## src/hw/rtl/seed_triplet_layer_picker_assert.svh

```systemverilog
// Assertion macros shared by the seed picker RTL.
// Both sample on clk and are disabled while arst_n is low.
`ifndef SEED_TRIPLET_LAYER_PICKER_ASSERT_SVH
`define SEED_TRIPLET_LAYER_PICKER_ASSERT_SVH

// Property that must hold on the same clock edge.
`define STLP_ASSERT(lbl, prop, msg) \
	lbl: assert property (@(posedge clk) disable iff (!arst_n) (prop)) else $error(msg);

// Consequent that must hold in the cycle after the antecedent.
`define STLP_ASSERT_NEXT(lbl, ante, cons, msg) \
	lbl: assert property (@(posedge clk) disable iff (!arst_n) (ante) |=> (cons)) else $error(msg);

`endif

```

## src/hw/rtl/stlp_pkg.sv

```systemverilog
// ----------------------------------------------------------------------------
// stlp_pkg
// Shared widths, codes and types of the seed triplet layer picker.
// ----------------------------------------------------------------------------
package stlp_pkg;

	localparam int MAX_PICKS  = 32;
	localparam int SEED_LEN   = 3;
	localparam int SLOT_W     = $clog2(MAX_PICKS);
	localparam int PICK_CNT_W = $clog2(MAX_PICKS + 1);

	localparam int IDX_W  = 24;
	localparam int KEY_W  = 32;
	localparam int POS_W  = 20;
	localparam int DIST_W = 36;
	localparam int MODE_W = 2;
	localparam int DIFF_W = POS_W + 1;
	localparam int SQ_W   = 2 * POS_W;

	localparam logic [MODE_W-1:0] MODE_FIRST  = 2'd0;
	localparam logic [MODE_W-1:0] MODE_INNER  = 2'd1;
	localparam logic [MODE_W-1:0] MODE_SPREAD = 2'd2;
	localparam logic [MODE_W-1:0] MODE_NONE   = 2'd3;

	localparam logic [1:0] REG_MODE     = 2'd0;
	localparam logic [1:0] REG_MIN_DIST = 2'd1;

	// Candidate as it travels down the cell chain.
	typedef struct packed {
		logic                    vld;
		logic [IDX_W-1:0]        index;
		logic [KEY_W-1:0]        layer;
		logic signed [POS_W-1:0] x;
		logic signed [POS_W-1:0] y;
		logic                    elig;     // may become a pick
		logic                    spread;   // picking runs past the first three cells
		logic                    blocked;  // failed against an earlier pick
		logic                    claimed;  // already stored in a cell
		logic                    last;
	} cand_t;

	typedef struct packed {
		logic clear;  // drop all picks
		logic shift;  // move pick indices one cell toward the head
	} cell_ctl_t;

endpackage

```

## src/hw/rtl/stlp_cell.sv

```systemverilog
// ----------------------------------------------------------------------------
// stlp_cell
// One pick slot: compares passing candidates against its pick, or claims it.
// ----------------------------------------------------------------------------
module stlp_cell (
	input  logic                         clk,
	input  logic                         arst_n,
	input  stlp_pkg::cand_t              cand_in,
	input  logic                         early,
	input  logic [stlp_pkg::DIST_W-1:0]  min_dist_sq,
	input  stlp_pkg::cell_ctl_t          ctl,
	input  logic [stlp_pkg::IDX_W-1:0]   next_index,
	output stlp_pkg::cand_t              cand_out,
	output logic [stlp_pkg::IDX_W-1:0]   pick_index
);

	logic                              pick_vld_q;
	logic [stlp_pkg::IDX_W-1:0]        pick_index_q;
	logic [stlp_pkg::KEY_W-1:0]        pick_layer_q;
	logic signed [stlp_pkg::POS_W-1:0] pick_x_q;
	logic signed [stlp_pkg::POS_W-1:0] pick_y_q;

	stlp_pkg::cand_t                   cand_s1;
	logic                              cmp_s1;
	logic                              leq_s1;
	logic [stlp_pkg::SQ_W-1:0]         dxsq_s1;
	logic [stlp_pkg::SQ_W-1:0]         dysq_s1;
	stlp_pkg::cand_t                   cand_out_q;

	logic                               active;
	logic                               claim;
	stlp_pkg::cand_t                    cand_a;
	logic signed [stlp_pkg::DIFF_W-1:0] dx;
	logic signed [stlp_pkg::DIFF_W-1:0] dy;
	logic signed [2*stlp_pkg::DIFF_W-1:0] dxx;
	logic signed [2*stlp_pkg::DIFF_W-1:0] dyy;
	logic [stlp_pkg::SQ_W:0]            dist_sq;
	logic                               reject;
	stlp_pkg::cand_t                    cand_b;

	// first stage: claim an empty slot, or square the distance to the pick
	always_comb begin
		active = cand_in.vld && cand_in.elig && !cand_in.blocked && !cand_in.claimed;
		claim  = active && !pick_vld_q && (early || cand_in.spread);
		cand_a = cand_in;
		cand_a.claimed = cand_in.claimed || claim;
		dx  = {cand_in.x[stlp_pkg::POS_W-1], cand_in.x} - {pick_x_q[stlp_pkg::POS_W-1], pick_x_q};
		dy  = {cand_in.y[stlp_pkg::POS_W-1], cand_in.y} - {pick_y_q[stlp_pkg::POS_W-1], pick_y_q};
		dxx = dx * dx;
		dyy = dy * dy;
	end

	// second stage: sum and threshold
	always_comb begin
		dist_sq = {1'b0, dxsq_s1} + {1'b0, dysq_s1};
		reject  = cmp_s1 && (leq_s1 ||
			(dist_sq < {{(stlp_pkg::SQ_W + 1 - stlp_pkg::DIST_W){1'b0}}, min_dist_sq}));
		cand_b = cand_s1;
		cand_b.blocked = cand_s1.blocked || reject;
	end

	always_ff @(posedge clk or negedge arst_n) begin
		if (!arst_n) begin
			pick_vld_q <= 1'b0;
			cand_s1    <= '0;
			cmp_s1     <= 1'b0;
			cand_out_q <= '0;
		end else begin
			if (ctl.clear) begin
				pick_vld_q <= 1'b0;
			end else if (claim) begin
				pick_vld_q <= 1'b1;
			end
			cand_s1    <= cand_a;
			cmp_s1     <= active && pick_vld_q;
			cand_out_q <= cand_b;
		end
	end

	always_ff @(posedge clk) begin
		if (ctl.shift) begin
			pick_index_q <= next_index;
		end else if (claim) begin
			pick_index_q <= cand_in.index;
		end
		if (claim) begin
			pick_layer_q <= cand_in.layer;
			pick_x_q     <= cand_in.x;
			pick_y_q     <= cand_in.y;
		end
		leq_s1  <= (cand_in.layer == pick_layer_q);
		dxsq_s1 <= dxx[stlp_pkg::SQ_W-1:0];
		dysq_s1 <= dyy[stlp_pkg::SQ_W-1:0];
	end

	assign cand_out   = cand_out_q;
	assign pick_index = pick_index_q;

endmodule

```

## config.mk

```make
export PLATFORM = sky130hd
export DESIGN_NAME = stlp_cell
export DESIGN_NICKNAME = d
export VERILOG_FILES = /design/src/hw/rtl/seed_triplet_layer_picker_assert.svh /design/src/hw/rtl/stlp_pkg.sv /design/src/hw/rtl/stlp_cell.sv
export SDC_FILE = /design/constraint.sdc
export NUM_CORES = 2
export LEC_CHECK = 0
export ABC_CLOCK_PERIOD_IN_PS = 14790
export BUFFER_PORTS_ARGS = -buffer_cell sky130_fd_sc_hd__buf_2
export CAP_MARGIN = 20
export CORE_MARGIN = 4
export CORE_UTILIZATION = 46
export CTS_CLUSTER_DIAMETER = 60
export CTS_CLUSTER_SIZE = 16
export DETAILED_ROUTE_END_ITERATION = 10
export GPL_TIMING_DRIVEN = 0
export PLACE_DENSITY = 0.74
export SKIP_CTS_REPAIR_TIMING = 1
export SLEW_MARGIN = 15
export SYNTH_ARGS = -nofsm -noshare
export SYNTH_HDL_FRONTEND = slang
export SYNTH_SLANG_ARGS = --single-unit
```

## constraint.sdc

```tcl
create_clock -name clk -period 14.79 [get_ports clk]
set_input_delay 1.479 -clock clk [delete_from_list [all_inputs] [get_ports clk]]
set_output_delay 1.479 -clock clk [all_outputs]
set_load 0.03 [all_outputs]
```

==> metrics.cfg <==
[status]
outcome=complete, no violations

[clocking]
cts_buffers=36
cts.sinks=381
worstSkewPairLatency_ns=0.58
cts_max_path_buffers=3
cts_tree=yes
cts_root_buffer=clkbuf_16
clk_pin_slew_worst_paths_ns=0.07
cts_htree_levels=2

[floorplan]
die_w_um=312
die_area_mm2=0.0977
core_area_mm2=0.0918
die_h_um=312
initial_core_util=0.465
ios=293
rows=111

[worst_hold_path]
min_path_type=reg2reg

[yosys]
async_flop_share=0.541
synthesis.area_mm2=0.0426
ys_seq_area_frac=0.226
syn_inst=4106
synth_warnings=0
synth_seq_cells=381
synth.distinct_cells=80
post_synth.cell_area_avg_um2=10.4
synth_enable_flop_cells=96
ys.flop_type=dfrtp_1
syn-num-nets=5426

[timing]
setup-tns-final_ns=0
drv_slew=0
min_period_ns=11.77
setup_viol=0
tightest_slew_ns=1.21
max_freq_ghz=0.0850
max_slew_margin=0.191
setup_ws_ns=3.02
post-route-period-util=0.796
rsz0062_at_grt=false
fin_skew_ns=0.0146
fin_hold_ws_ns=0.346
report.final.hold_viol_count=0

[worst_setup_path]
crit_fanout=10
crit_arrival_ns=12.23
crit_path_frequent_cell=fa_1
cp-end-kind=flop
cpMaxStageDelayCell=fa_1
slowest_delay_ns=0.79
cp.required_ns=15.25
start_kind=primary input
criticalPathCategory=in2reg

[detailed_routing]
ant_nets=0
dr.pass1.iters=5
drc=0
dr.first_iter.drc_count=1842
viasPerCell=5.06
wl_um=99700
routedWlPerCell_um=17.4
vias=28900

[placed_design]
place_worst_setup_slack_ns=2.62
portBuffers=291
dp_hpwl_um=83300
routabilityCongestion=0.959

[final_layout]
syn2layout_area_growth_pct=10.4
final_common_cell=inv_1
final_util=0.513
drive_gt1_frac=0.0986
final_cell_mix=inv_1 (1,059), fa_1 (805), ha_1 (348)
final_nets=5765

[global_routing]
grt_pass1_wl_um=164000
grt_max_degree=101
grt_pass1_vias=31400
antenna_found_initial=1
grt_overflow=0
grtUsageTotal=0.211

[run]
maxCapViolCount=0

==> critical path: cells and delay by family <==
kind            cells  cell delay [ns]
compound gates     11             3.00
xor+xnor            1             0.11
simple gates        5             1.28
fa+ha+maj          10             4.67
buf+inv             7             1.65
==> synthesized netlist by cell type, types with 26 or more instances <==
cell type | number | area share
a21o_1 | 59 | 0.010
a21oi_1 | 110 | 0.013
and2_1 | 26 | 0.0038
clkbuf_1 | 64 | 0.0056
dfrtp_1 | 206 | 0.12
dfxtp_1 | 79 | 0.037
edfxtp_1 | 96 | 0.068
fa_1 | 805 | 0.38
ha_1 | 348 | 0.10
inv_1 | 1059 | 0.093
mux2_2 | 26 | 0.0069
nand2_1 | 289 | 0.025
nand3_1 | 28 | 0.0033
nor2_1 | 302 | 0.027
nor3_1 | 37 | 0.0043
o21a_1 | 35 | 0.0062
o21ai_0 | 57 | 0.0067
xnor2_1 | 121 | 0.025
xor2_1 | 76 | 0.016
==> layout make-up <==
cell class,instances,area (um^2)
Buffer,78,327
Antenna cell,1,2.50
Timing Repair Buffer,301,1630
Fill cell,8178,44700
Tap cell,1243,1560
Clock buffer,52,992
Clock inverter,14,204
Multi-Input combinational cell,2572,28700
Sequential cell,381,9620
Inverter,1075,4040
==> flip-flops by register name, summed over array words and instances (netlist names), 20 cells and up <==
name and count:
pick_y_q 20, cand_out 102, pick_layer_q 32, dxsq_s1 39
cand_b 101, dysq_s1 39, pick_index 24, pick_x_q 20
==> logic make-up after synthesis <==
kind of cell / after synthesis / synth area share
buffers and inverters: 1153 / 0.102
adders and majority gates: 1153 / 0.480
and+or+nand+nor: 804 / 0.0825
AOI/OAI and AO/OA: 391 / 0.0621
DFF: 381 / 0.226
xor gates and xnor gates: 197 / 0.0405
muxes: 27 / 0.00710
==> path summary, 6_finish.rpt <==
kind,from,end,slack [ns],cells past startpoint
max,cand_in[5],dysq_s1[39],3.02,34
min,cand_b[49],cand_out[49],0.35,0
max reg2reg,pick_y_q[0],dysq_s1[39],3.71,32
min reg2reg,cand_b[49],cand_out[49],0.35,0
max in group asynchronous,arst_n,cand_out[2],13.13,2
min in group asynchronous,arst_n,cand_out[79],0.78,1
==> through the flow <==
stage,cells,area (um^2)
after floorplan,4106,42600
after global placement,5640,45700
after detailed placement,5649,45900
after CTS,5715,47100
after global routing,5717,47100
final,5717,47100
==> metal layers <==
layer / GRT usage / vias up / part of all wire
met5: 0 / - / 0
met2: 0.359 / 944 / 0.49
met3: 0.0398 / 231 / 0.072
li1: - / 13100 / -
met4: 0.0658 / 0 / 0.035
met1: 0.277 / 14600 / 0.41
Power is left out: the tool's default activity adds up to more than one toggle a clock period on the data nets, which glitch-free logic cannot reach.
